==> config.mk <==
export PLATFORM = sky130hd
export DESIGN_NAME = taylor_sine_series_top
export DESIGN_NICKNAME = d
export VERILOG_FILES = /design/src/rtl/tss_pkg.sv /design/src/rtl/tss_ctrl.sv /design/src/rtl/tss_datapath.sv /design/src/rtl/taylor_sine_series_top.sv
export SDC_FILE = /design/constraint.sdc
export NUM_CORES = 2
export LEC_CHECK = 0
export BUFFER_PORTS_ARGS = -buffer_cell sky130_fd_sc_hd__buf_2
export CORE_MARGIN = 2
export CORE_UTILIZATION = 55
export DETAILED_ROUTE_END_ITERATION = 10
export PLACE_DENSITY = 0.79
export RECOVER_POWER = 25
export SETUP_SLACK_MARGIN = 0.3
export SYNTH_ARGS = -nofsm -noshare
export SYNTH_HDL_FRONTEND = slang
export SYNTH_SLANG_ARGS = --single-unit
==> constraint.sdc <==
create_clock -name clk -period 26 [get_ports clk]
set_clock_uncertainty 0.05 [all_clocks]
set_input_delay 3.9 -clock clk [delete_from_list [all_inputs] [get_ports clk]]
set_output_delay 3.9 -clock clk [all_outputs]
set_load 0.005 [all_outputs]
==> src/rtl/tss_pkg.sv <==
// Shared types, widths and helpers for the Taylor series sine block.
// No dependencies; used by every other file in rtl/.
`timescale 1ns / 1ps

package tss_pkg;

  localparam int MAX_TERMS_DEF = 10;
  localparam int FRAC_BITS_DEF = 24;

  localparam int ANGLE_W  = 32;
  localparam int COUNT_W  = 4;
  localparam int X2_W     = 31;
  localparam int D_W      = 10;  // (2k)(2k+1) for k up to 14
  localparam int SUM_W    = 36;  // 15 terms of up to 2^31 each, plus sign
  localparam int PROD_W   = 63;  // 2^31 * 2^31 fits in 63 bits
  localparam int DIV_BITS = 8;   // quotient bits retired per divider cycle

  typedef struct packed {
    logic signed [ANGLE_W-1:0] angle;
    logic [COUNT_W-1:0]        term_count;
  } in_t;

  typedef struct packed {
    logic signed [ANGLE_W-1:0] sine_value;
    logic                      overflow;
  } out_t;

  typedef struct packed {
    logic               load;
    logic               square;
    logic               x2_load;
    logic               first_term;
    logic               mul_term;
    logic               div_load;
    logic               div_step;
    logic               update;
    logic               finish;
    logic [COUNT_W-1:0] k;
  } cmd_t;

  // divider cycles needed to cover the shifted product
  function automatic int div_steps(input int frac_bits);
    return (PROD_W - frac_bits + DIV_BITS - 1) / DIV_BITS;
  endfunction

  // (2k)(2k+1), the divisor of term k
  function automatic logic [D_W-1:0] term_divisor(input logic [COUNT_W-1:0] k);
    return D_W'({k, 1'b0}) * D_W'({k, 1'b1});
  endfunction

endpackage

==> src/rtl/tss_ctrl.sv <==
// Sequencer for the Taylor series sine block: term and divider counters.
// Depends on tss_pkg; drives the command struct of tss_datapath.
`timescale 1ns / 1ps

module tss_ctrl #(
  parameter int MAX_TERMS = tss_pkg::MAX_TERMS_DEF,
  parameter int FRAC_BITS = tss_pkg::FRAC_BITS_DEF
) (
  input  logic                        clk,
  input  logic                        rst,
  input  logic                        start,
  input  logic [tss_pkg::COUNT_W-1:0] term_count,
  output logic                        busy,
  output tss_pkg::cmd_t               cmd
);

  localparam int DIV_STEPS = tss_pkg::div_steps(FRAC_BITS);
  localparam int STEP_W    = (DIV_STEPS > 1) ? $clog2(DIV_STEPS) : 1;

  typedef enum logic [7:0] {
    S_IDLE   = 8'b0000_0001,
    S_SQUARE = 8'b0000_0010,
    S_X2     = 8'b0000_0100,
    S_MUL    = 8'b0000_1000,
    S_DIVSET = 8'b0001_0000,
    S_DIV    = 8'b0010_0000,
    S_UPDATE = 8'b0100_0000,
    S_FINISH = 8'b1000_0000
  } state_t;

  state_t                      state, state_next;
  logic [tss_pkg::COUNT_W-1:0] n;
  logic [tss_pkg::COUNT_W-1:0] k;
  logic [STEP_W-1:0]           step;
  logic [tss_pkg::COUNT_W-1:0] n_clamped;

  assign n_clamped = (term_count > tss_pkg::COUNT_W'(MAX_TERMS)) ?
                     tss_pkg::COUNT_W'(MAX_TERMS) : term_count;

  assign busy = (state != S_IDLE);

  always_comb begin
    state_next = state;
    cmd        = '0;
    cmd.k      = k;
    case (state)
      S_IDLE: begin
        if (start) begin
          cmd.load   = 1'b1;
          state_next = S_SQUARE;
        end
      end
      S_SQUARE: begin
        cmd.square = 1'b1;
        state_next = S_X2;
      end
      S_X2: begin
        cmd.x2_load    = 1'b1;
        cmd.first_term = (n != '0);
        state_next     = (n > tss_pkg::COUNT_W'(1)) ? S_MUL : S_FINISH;
      end
      S_MUL: begin
        cmd.mul_term = 1'b1;
        state_next   = S_DIVSET;
      end
      S_DIVSET: begin
        cmd.div_load = 1'b1;
        state_next   = S_DIV;
      end
      S_DIV: begin
        cmd.div_step = 1'b1;
        if (step == STEP_W'(DIV_STEPS - 1)) begin
          state_next = S_UPDATE;
        end
      end
      S_UPDATE: begin
        cmd.update = 1'b1;
        state_next = (({1'b0, k} + 5'd1) < {1'b0, n}) ? S_MUL : S_FINISH;
      end
      S_FINISH: begin
        cmd.finish = 1'b1;
        state_next = S_IDLE;
      end
      default: begin
        state_next = S_IDLE;
      end
    endcase
  end

  always_ff @(posedge clk) begin
    if (rst) begin
      state <= S_IDLE;
    end else begin
      state <= state_next;
    end
  end

  always_ff @(posedge clk) begin
    if (cmd.load) begin
      n <= n_clamped;
    end
    if (cmd.x2_load) begin
      k <= tss_pkg::COUNT_W'(1);
    end else if (cmd.update) begin
      k <= k + tss_pkg::COUNT_W'(1);
    end
    if (cmd.div_load) begin
      step <= '0;
    end else if (cmd.div_step) begin
      step <= step + STEP_W'(1);
    end
  end

endmodule

==> src/rtl/tss_datapath.sv <==
// Datapath for the Taylor series sine block: shared multiplier, radix-256
// restoring divider, term magnitude/sign, running sum and output register.
// Depends on tss_pkg; sequenced by tss_ctrl.
`timescale 1ns / 1ps

module tss_datapath #(
  parameter int FRAC_BITS = tss_pkg::FRAC_BITS_DEF
) (
  input  logic          clk,
  input  logic          rst,
  input  tss_pkg::cmd_t cmd,
  input  tss_pkg::in_t  operand,
  output tss_pkg::out_t result,
  output logic          done
);

  localparam int DIV_STEPS = tss_pkg::div_steps(FRAC_BITS);
  localparam int NUM_W     = DIV_STEPS * tss_pkg::DIV_BITS;
  localparam int PROD_W    = tss_pkg::PROD_W;
  localparam int SUM_W     = tss_pkg::SUM_W;
  localparam int D_W       = tss_pkg::D_W;
  localparam int DB        = tss_pkg::DIV_BITS;

  localparam logic signed [SUM_W-1:0] SUM_MAX = SUM_W'(64'sd2147483647);
  localparam logic signed [SUM_W-1:0] SUM_MIN = SUM_W'(-64'sd2147483648);
  localparam logic [NUM_W-1:0]        LIM_POS = NUM_W'(33'h0_7FFF_FFFF);
  localparam logic [NUM_W-1:0]        LIM_NEG = NUM_W'(33'h0_8000_0000);

  logic                        tneg;
  logic [31:0]                 tmag;
  logic [tss_pkg::X2_W-1:0]    x2;
  logic                        sq_sat;
  logic                        ovf;
  logic [PROD_W-1:0]           prod;
  logic [NUM_W-1:0]            num;
  logic [D_W-1:0]              rem;
  logic [D_W-1:0]              dvsr;
  logic signed [SUM_W-1:0]     sum;

  logic [31:0]                 angle_u;
  logic [31:0]                 mul_b;
  logic [63:0]                 mul_full;
  logic [PROD_W-1:0]           shifted;
  logic [D_W-1:0]              rem_next;
  logic [DB-1:0]               qbits;
  logic                        tneg_next;
  logic [NUM_W-1:0]            qlim;
  logic [NUM_W-1:0]            qclamp;
  logic                        qsat;
  logic signed [SUM_W-1:0]     tmag_ext;
  logic signed [SUM_W-1:0]     qclamp_ext;

  assign angle_u  = operand.angle;
  assign mul_b    = cmd.square ? tmag : {1'b0, x2};
  assign mul_full = 64'(tmag) * 64'(mul_b);
  assign shifted  = prod >> FRAC_BITS;
  assign tmag_ext = $signed({{(SUM_W-32){1'b0}}, tmag});

  // one quotient digit of DB bits; partial remainder stays below the divisor
  always_comb begin
    logic [D_W:0] t;
    rem_next = rem;
    qbits    = '0;
    for (int i = 0; i < DB; i++) begin
      t = {rem_next, num[NUM_W-1-i]};
      if (t >= {1'b0, dvsr}) begin
        t           = t - {1'b0, dvsr};
        qbits[DB-1-i] = 1'b1;
      end
      rem_next = t[D_W-1:0];
    end
  end

  // new term: sign flips, a zero term is positive, clamp to the 32-bit range
  assign tneg_next  = (num != '0) && !tneg;
  assign qlim       = tneg_next ? LIM_NEG : LIM_POS;
  assign qsat       = (num > qlim);
  assign qclamp     = qsat ? qlim : num;
  assign qclamp_ext = $signed({{(SUM_W-32){1'b0}}, qclamp[31:0]});

  always_ff @(posedge clk) begin
    if (cmd.load) begin
      tneg <= operand.angle[31];
      tmag <= operand.angle[31] ? (~angle_u + 32'd1) : angle_u;
      ovf  <= 1'b0;
    end
    if (cmd.square || cmd.mul_term) begin
      prod <= mul_full[PROD_W-1:0];
    end
    if (cmd.x2_load) begin
      if (shifted > PROD_W'(31'h7FFF_FFFF)) begin
        x2     <= '1;
        sq_sat <= 1'b1;
      end else begin
        x2     <= shifted[tss_pkg::X2_W-1:0];
        sq_sat <= 1'b0;
      end
      if (cmd.first_term) begin
        sum <= tneg ? -tmag_ext : tmag_ext;
      end else begin
        sum <= '0;
      end
    end
    if (cmd.div_load) begin
      num  <= NUM_W'(shifted);
      rem  <= '0;
      dvsr <= tss_pkg::term_divisor(cmd.k);
      if (sq_sat) begin
        ovf <= 1'b1;
      end
    end
    if (cmd.div_step) begin
      num <= {num[NUM_W-DB-1:0], qbits};
      rem <= rem_next;
    end
    if (cmd.update) begin
      tneg <= tneg_next;
      tmag <= qclamp[31:0];
      sum  <= tneg_next ? (sum - qclamp_ext) : (sum + qclamp_ext);
      if (qsat) begin
        ovf <= 1'b1;
      end
    end
    if (cmd.finish) begin
      if (sum > SUM_MAX) begin
        result.sine_value <= 32'sh7FFF_FFFF;
        result.overflow   <= 1'b1;
      end else if (sum < SUM_MIN) begin
        result.sine_value <= 32'sh8000_0000;
        result.overflow   <= 1'b1;
      end else begin
        result.sine_value <= sum[31:0];
        result.overflow   <= ovf;
      end
    end
  end

  always_ff @(posedge clk) begin
    if (rst) begin
      done <= 1'b0;
    end else begin
      done <= cmd.finish;
    end
  end

endmodule

==> src/rtl/taylor_sine_series_top.sv <==
// Taylor series sine, signed fixed point: result strobed on done one beat per start.
// Sequence: load, square the angle, then per further term a multiply, divider load,
// divider steps and update, then finish; angle and result are Q7.24 by default.
// One item at a time; busy is high until done, a new start is taken in the done cycle.
// Each term after the first uses the shared multiplier and the 8-bit-per-cycle divider.
// Synchronous active-high rst returns to idle with done low; no clearing pass.
`timescale 1ns / 1ps

module taylor_sine_series_top #(
  parameter int MAX_TERMS = tss_pkg::MAX_TERMS_DEF,
  parameter int FRAC_BITS = tss_pkg::FRAC_BITS_DEF
) (
  input  logic          clk,
  input  logic          rst,
  input  logic          start,
  input  tss_pkg::in_t  operand,
  output logic          busy,
  output logic          done,
  output tss_pkg::out_t result
);

  tss_pkg::cmd_t cmd;

  tss_ctrl #(
    .MAX_TERMS (MAX_TERMS),
    .FRAC_BITS (FRAC_BITS)
  ) u_ctrl (
    .clk        (clk),
    .rst        (rst),
    .start      (start),
    .term_count (operand.term_count),
    .busy       (busy),
    .cmd        (cmd)
  );

  tss_datapath #(
    .FRAC_BITS (FRAC_BITS)
  ) u_datapath (
    .clk     (clk),
    .rst     (rst),
    .cmd     (cmd),
    .operand (operand),
    .result  (result),
    .done    (done)
  );

endmodule

# Word-level counts from Yosys, hierarchy flattened
# Cells that the tools add are included.
[word_totals]
output_inout_bits = 35
input_bits = 39
reg_bits = 277
wordCells = 126
[op_classes]
n_eq_ne = 12
addsub = 15
reduce_logical = 10
n_bitwise = 1
n_lt_le_gt_ge = 15
mux = 54
multipliers = 2
[op_table]
columns = ["op", "count"]
rows = [
  ["$mux W32", 6],
  ["$mux W36", 5],
  ["$mux W10", 10],
  ["$ge A11 B10 Y1", 8],
  ["$mux W40", 2],
  ["$sub A10 B10 Y10", 8],
  ["$mul A32 B32 Y63", 1],
  ["$pmux W8 S7", 1],
  ["$gt A40 B32 Y1", 1],
  ["$reduce_bool A40 Y1", 1],
  ["$gt A39 B31 Y1 const B", 1],
  ["$add A36 B33 Y36", 1],
  ["$gt A36 B32 Y1 const B", 1],
  ["$lt A36 B32 Y1 const B", 1],
  ["$neg A32 Y36", 1],
  ["$sub A36 B33 Y36", 1],
  ["$mux W33", 1],
  ["$add A32 B1 Y32 const B", 1],
  ["$mux W8", 4],
  ["$not A32 Y32", 1],
  ["$mux W1", 24],
  ["$mul A4 B5 Y9", 1],
  ["$eq A8 B1 Y1 const B", 1],
  ["$eq A8 B2 Y1 const B", 1],
  ["other kinds (24)", 26],
]

# Logic depth before layout (Yosys ltp)
[depth]
depth_word = 17
mapped_depth = 98
mapped_depth_nobuf = 92

# By module
# A second synthesis with hierarchy kept.
[unflattened]
cells_unflattened = 5459
hier_area_um2 = 50417.1
[by_module_without_submodules]
columns = ["module", "cells_per_inst", "instances", "seq_area_each_um2", "area_each_um2"]
rows = [
  ["tss_datapath", 5353, 1, 7006.7, 49406.1],
  ["tss_ctrl", 106, 1, 420.4, 1011.0],
]

# Worst setup path after synthesis
# No wires, ideal clock.
[synth_timing]
path_kind = "register to register"
from = "reg u_datapath.dvsr[2]"
to = "reg u_datapath.rem[2], data pin"
arrival_time_ns = 18.196
path_stages_with_launch = 92
required_time_ns = 25.684
n_path_buf = 7
setup_ns = 0.266
slack_ns = 7.488
synth_period_minus_slack_ns = 18.512
cell_sequence = "edfxtp_1 -> inv_1 -> fa_1 -> a21o_1 -> a221oi_2 -> a21boi_4 -> o21a_1 -> mux2_2 -> ha_1 -> nor2b_1 -> o21a_1 -> o21ai_0 -> a21oi_1 -> o221a_2 -> or2_1 -> buf_4 -> buf_2 -> o21ai_0 -> (+56 left out) -> a21o_1 -> a211o_1 -> o21bai_2 -> mux2i_2 -> mux2i_1 -> fa_1 -> a21o_1 -> a21o_1 -> a21o_1 -> a21oi_1 -> nor2b_1 -> o21ai_0 -> nand2b_1 -> a211oi_1 -> o2111a_1 -> buf_6 -> mux2i_1 -> nor2_1"
[synth_between]
elab_chain_cells = 17
word_cells_on_any_way = 25
classes_between = "8 x add/sub; 8 x order compare; 9 x mux"
[synth_lines]
columns = ["element", "line", "source"]
rows = [
  ["from (decl)", "tss_datapath.sv:37", "logic [D_W-1:0] dvsr;"],
  ["from (signal assigned)", "tss_datapath.sv:107", "dvsr <= tss_pkg::term_divisor(cmd.k);"],
  ["$sub A10 B10 Y10 or $ge A11 B10 Y1 (tied branches)", "tss_datapath.sv:67, tss_datapath.sv:66", ""],
  ["$mux W10", "tss_datapath.sv:66", "if (t >= {1'b0, dvsr}) begin"],
  ["$sub A10 B10 Y10 or $ge A11 B10 Y1 (tied branches)", "tss_datapath.sv:67, tss_datapath.sv:66", ""],
  ["$mux W10", "tss_datapath.sv:66", ""],
  ["$sub A10 B10 Y10 or $ge A11 B10 Y1 (tied branches)", "tss_datapath.sv:67, tss_datapath.sv:66", ""],
  ["$mux W10", "tss_datapath.sv:66", ""],
  ["$sub A10 B10 Y10 or $ge A11 B10 Y1 (tied branches)", "tss_datapath.sv:67, tss_datapath.sv:66", ""],
  ["$mux W10", "tss_datapath.sv:66", ""],
  ["$sub A10 B10 Y10 or $ge A11 B10 Y1 (tied branches)", "tss_datapath.sv:67, tss_datapath.sv:66", ""],
  ["$mux W10", "tss_datapath.sv:66", ""],
  ["$sub A10 B10 Y10 or $ge A11 B10 Y1 (tied branches)", "tss_datapath.sv:67, tss_datapath.sv:66", ""],
  ["$mux W10", "tss_datapath.sv:66", ""],
  ["$ge A11 B10 Y1 or $sub A10 B10 Y10 (tied branches)", "tss_datapath.sv:66, tss_datapath.sv:67", ""],
  ["$mux W10", "tss_datapath.sv:66", ""],
  ["$sub A10 B10 Y10 or $ge A11 B10 Y1 (tied branches)", "tss_datapath.sv:67, tss_datapath.sv:66", ""],
  ["$mux W10 (*)", "tss_datapath.sv:66", ""],
  ["$mux W10 (*)", "tss_datapath.sv:112", "if (cmd.div_step) begin"],
  ["to (signal assigned)", "tss_datapath.sv:114", "rem <= rem_next;"],
  ["to (decl)", "tss_datapath.sv:36", "logic [D_W-1:0] rem;"],
]
# Every way passes the cells marked *; elsewhere a longest branch is shown, timed or not.
# A chain may end at the register's enable or synchronous reset.

# Final worst setup path
[layout_timing]
from = "reg u_datapath.dvsr[2]"
to = "reg u_datapath.rem[7], data pin"
# The elaborated chain is that of the path after synthesis.

==> flow_summary.json <==
{
  "max-clock-path-buffers": 3,
  "synthToLayoutAreaGrowth_pct": 4.60,
  "die_h_um": 306,
  "clockRootBuffer": "clkbuf_16",
  "routed_wl_um": 142000,
  "die_area_um2": 93700,
  "drc": 0,
  "path_common_cell": "o21ai_0",
  "ys_seq_area_share_pct": 14.8,
  "synth.top_cell.area_share_pct": 36.1,
  "portBuffers": 73,
  "finalHoldViolCount": 0,
  "required_ps": 26240,
  "wl_per_cell_um": 21.5,
  "path_class": "flip-flop to flip-flop",
  "tightestPinTransition_ps": 2640,
  "synth_cells": 5549,
  "post_cts_buffers": 0,
  "grt_pass1_wl_um": 226000,
  "cts_resized": 0,
  "end_kind": "flip-flop",
  "ys_types": 86,
  "fmax_ghz": 0.0445,
  "start_util_pct": 55.6,
  "grt_use_total_pct": 31.0,
  "drt-initial-drc-count": 3887,
  "syn-cell-area_um2": 50200,
  "dp_hpwl_um": 103000,
  "hold_class": "flip-flop to flip-flop",
  "synth_most_common_cell": "nand2_1",
  "slew_violations": 170,
  "ys_dominant_reg_cell": "edfxtp_1",
  "violations": "capacitance limit, slew limit",
  "die_x_um": 306,
  "num_vias": 39100,
  "place_congestion": 0.952,
  "layout-drive-gt1-share_pct": 5.38,
  "io_pins": 74,
  "synthArstFlopShare_pct": 0,
  "critPathSlowestCell": "edfxtp_1",
  "postCtsHoldBufs": 0,
  "period_minus_slack_ps": 22450,
  "timing.final.crit_share_pct": 86.4,
  "cts_tree": "yes",
  "antenna_found_initial": 1,
  "synthTopCellsByArea": "fa_1, edfxtp_1, ha_1, nand2_1, inv_1",
  "htree_levels": 1,
  "coreArea_um2": 90300,
  "rsz0062_at_grt": "no",
  "grt_pass1_vias": 40600,
  "cts_buffers": 29,
  "clk_pin_slew_ps": 70,
  "syn_area_per_cell_um2": 9.04,
  "clk_latency_ps": 600,
  "cts.sinks": 253,
  "yosys.area.top_type": "fa_1",
  "ys_seq_elements": 253,
  "outcome": "finished with violations",
  "synth-edff-count": 236,
  "first_pass_iters": 5,
  "cp-start-kind": "flip-flop",
  "grt_max_degree": 62,
  "setup_viol": 0,
  "fin_setup_tns_ps": 0,
  "synth_common_cells": "nand2_1, inv_1, fa_1",
  "vias_per_cell": 5.91,
  "critPathMaxStageDelay_ps": 760,
  "yosys_warnings": 0,
  "cp.arrival_ps": 22690,
  "overflow": 0,
  "crit_fanout": 23,
  "slew_headroom_pct": -76.3,
  "antennaDiodeCount": 0,
  "maxCapViolCount": 4,
  "antenna_left": 0,
  "syn-num-nets": 6902,
  "nNetsFinal": 6777,
  "rows": 110
}
-- metal layers --
layer,vias up,track usage (%),share of wire [%]
li1,17000,-,-
met1,19500,42.9,40
met2,2193,48.7,45
met3,439,6.00,11
met4,0,11.6,4.4
met5,-,0,0
-- critical path: cells and delay by family, from the launching register on --
family | cells | cell delay (ps)
buf+inv | 3 | 840
mux | 6 | 2140
flops | 1 | 760
fa+ha+maj | 8 | 3220
compound gates | 49 | 11760
simple gates | 20 | 3320
-- per-stage QoR --
stage	cell area (um^2)	setup WS, ps	utilization, %	hold WS, ps	cells
4_1_cts	52500	3550	58.2	424	6621
3_5_place_dp	51600	3680	57.1	415	6569
3_3_place_gp	51600	3410	57.1	411	6569
6_report	52500	3550	58.1	427	6621
2_1_floorplan	50200	7490	-	390	5549
5_1_grt	52500	1720	58.1	481	6621
-- registers in the layout, indices dropped and copies added, names as in the netlist, 4 cells and up --
signal and flops:
u_datapath.sum 36, u_ctrl.state 8, u_datapath.tmag 32, u_datapath.prod 39, u_ctrl.k 4, u_ctrl.n 4
u_datapath.num 40, u_datapath.x2 31, u_datapath.result 33, u_datapath.rem 10, u_datapath.dvsr 9
-- cell usage in the layout, fill, tap and decap left out, drive strengths merged, types with 131 or more instances in the layout --
cell | synthesis | final
a21oi | 131 | 131
buf | 14 | 140
edfxtp | 236 | 236
fa | 905 | 905
ha | 409 | 409
inv | 1022 | 1023
nand2 | 1090 | 1090
nor2 | 137 | 137
nor2b | 151 | 151
o21ai | 162 | 162
-- final cells by class --
class	count	area [um^2]
repair buffers	145	887
clock buffers	33	741
fillers	7710	37800
well taps	1176	1470
multi-input cells	3973	37900
flip-flops and latches	253	7430
clock inverters	19	236
inverters	1022	3840
-- kinds of logic after synthesis --
group,after synthesis,synth area share (%)
AND/OR/NAND/NOR,1778,16.1
XOR/XNOR,199,3.50
buffers and inverters,1323,9.94
multiplexers,54,1.15
adder cells (fa/ha/maj),1314,46.3
AO/OA/AOI/OAI,628,8.26
flip-flops,253,14.8
-- final timing paths --
check	to	cells past startpoint	slack, ps	from
setup reg to reg	u_datapath.rem[7]	86	3550	u_datapath.dvsr[2]
hold reg to reg	u_ctrl.step[1]	2	430	u_ctrl.step[1]
setup / recovery	u_datapath.rem[7]	86	3550	u_datapath.dvsr[2]
hold / removal	u_ctrl.step[1]	2	430	u_ctrl.step[1]
Power is not shown: default switching activity piles up to over one toggle a cycle in this logic, so the estimate is an artifact.
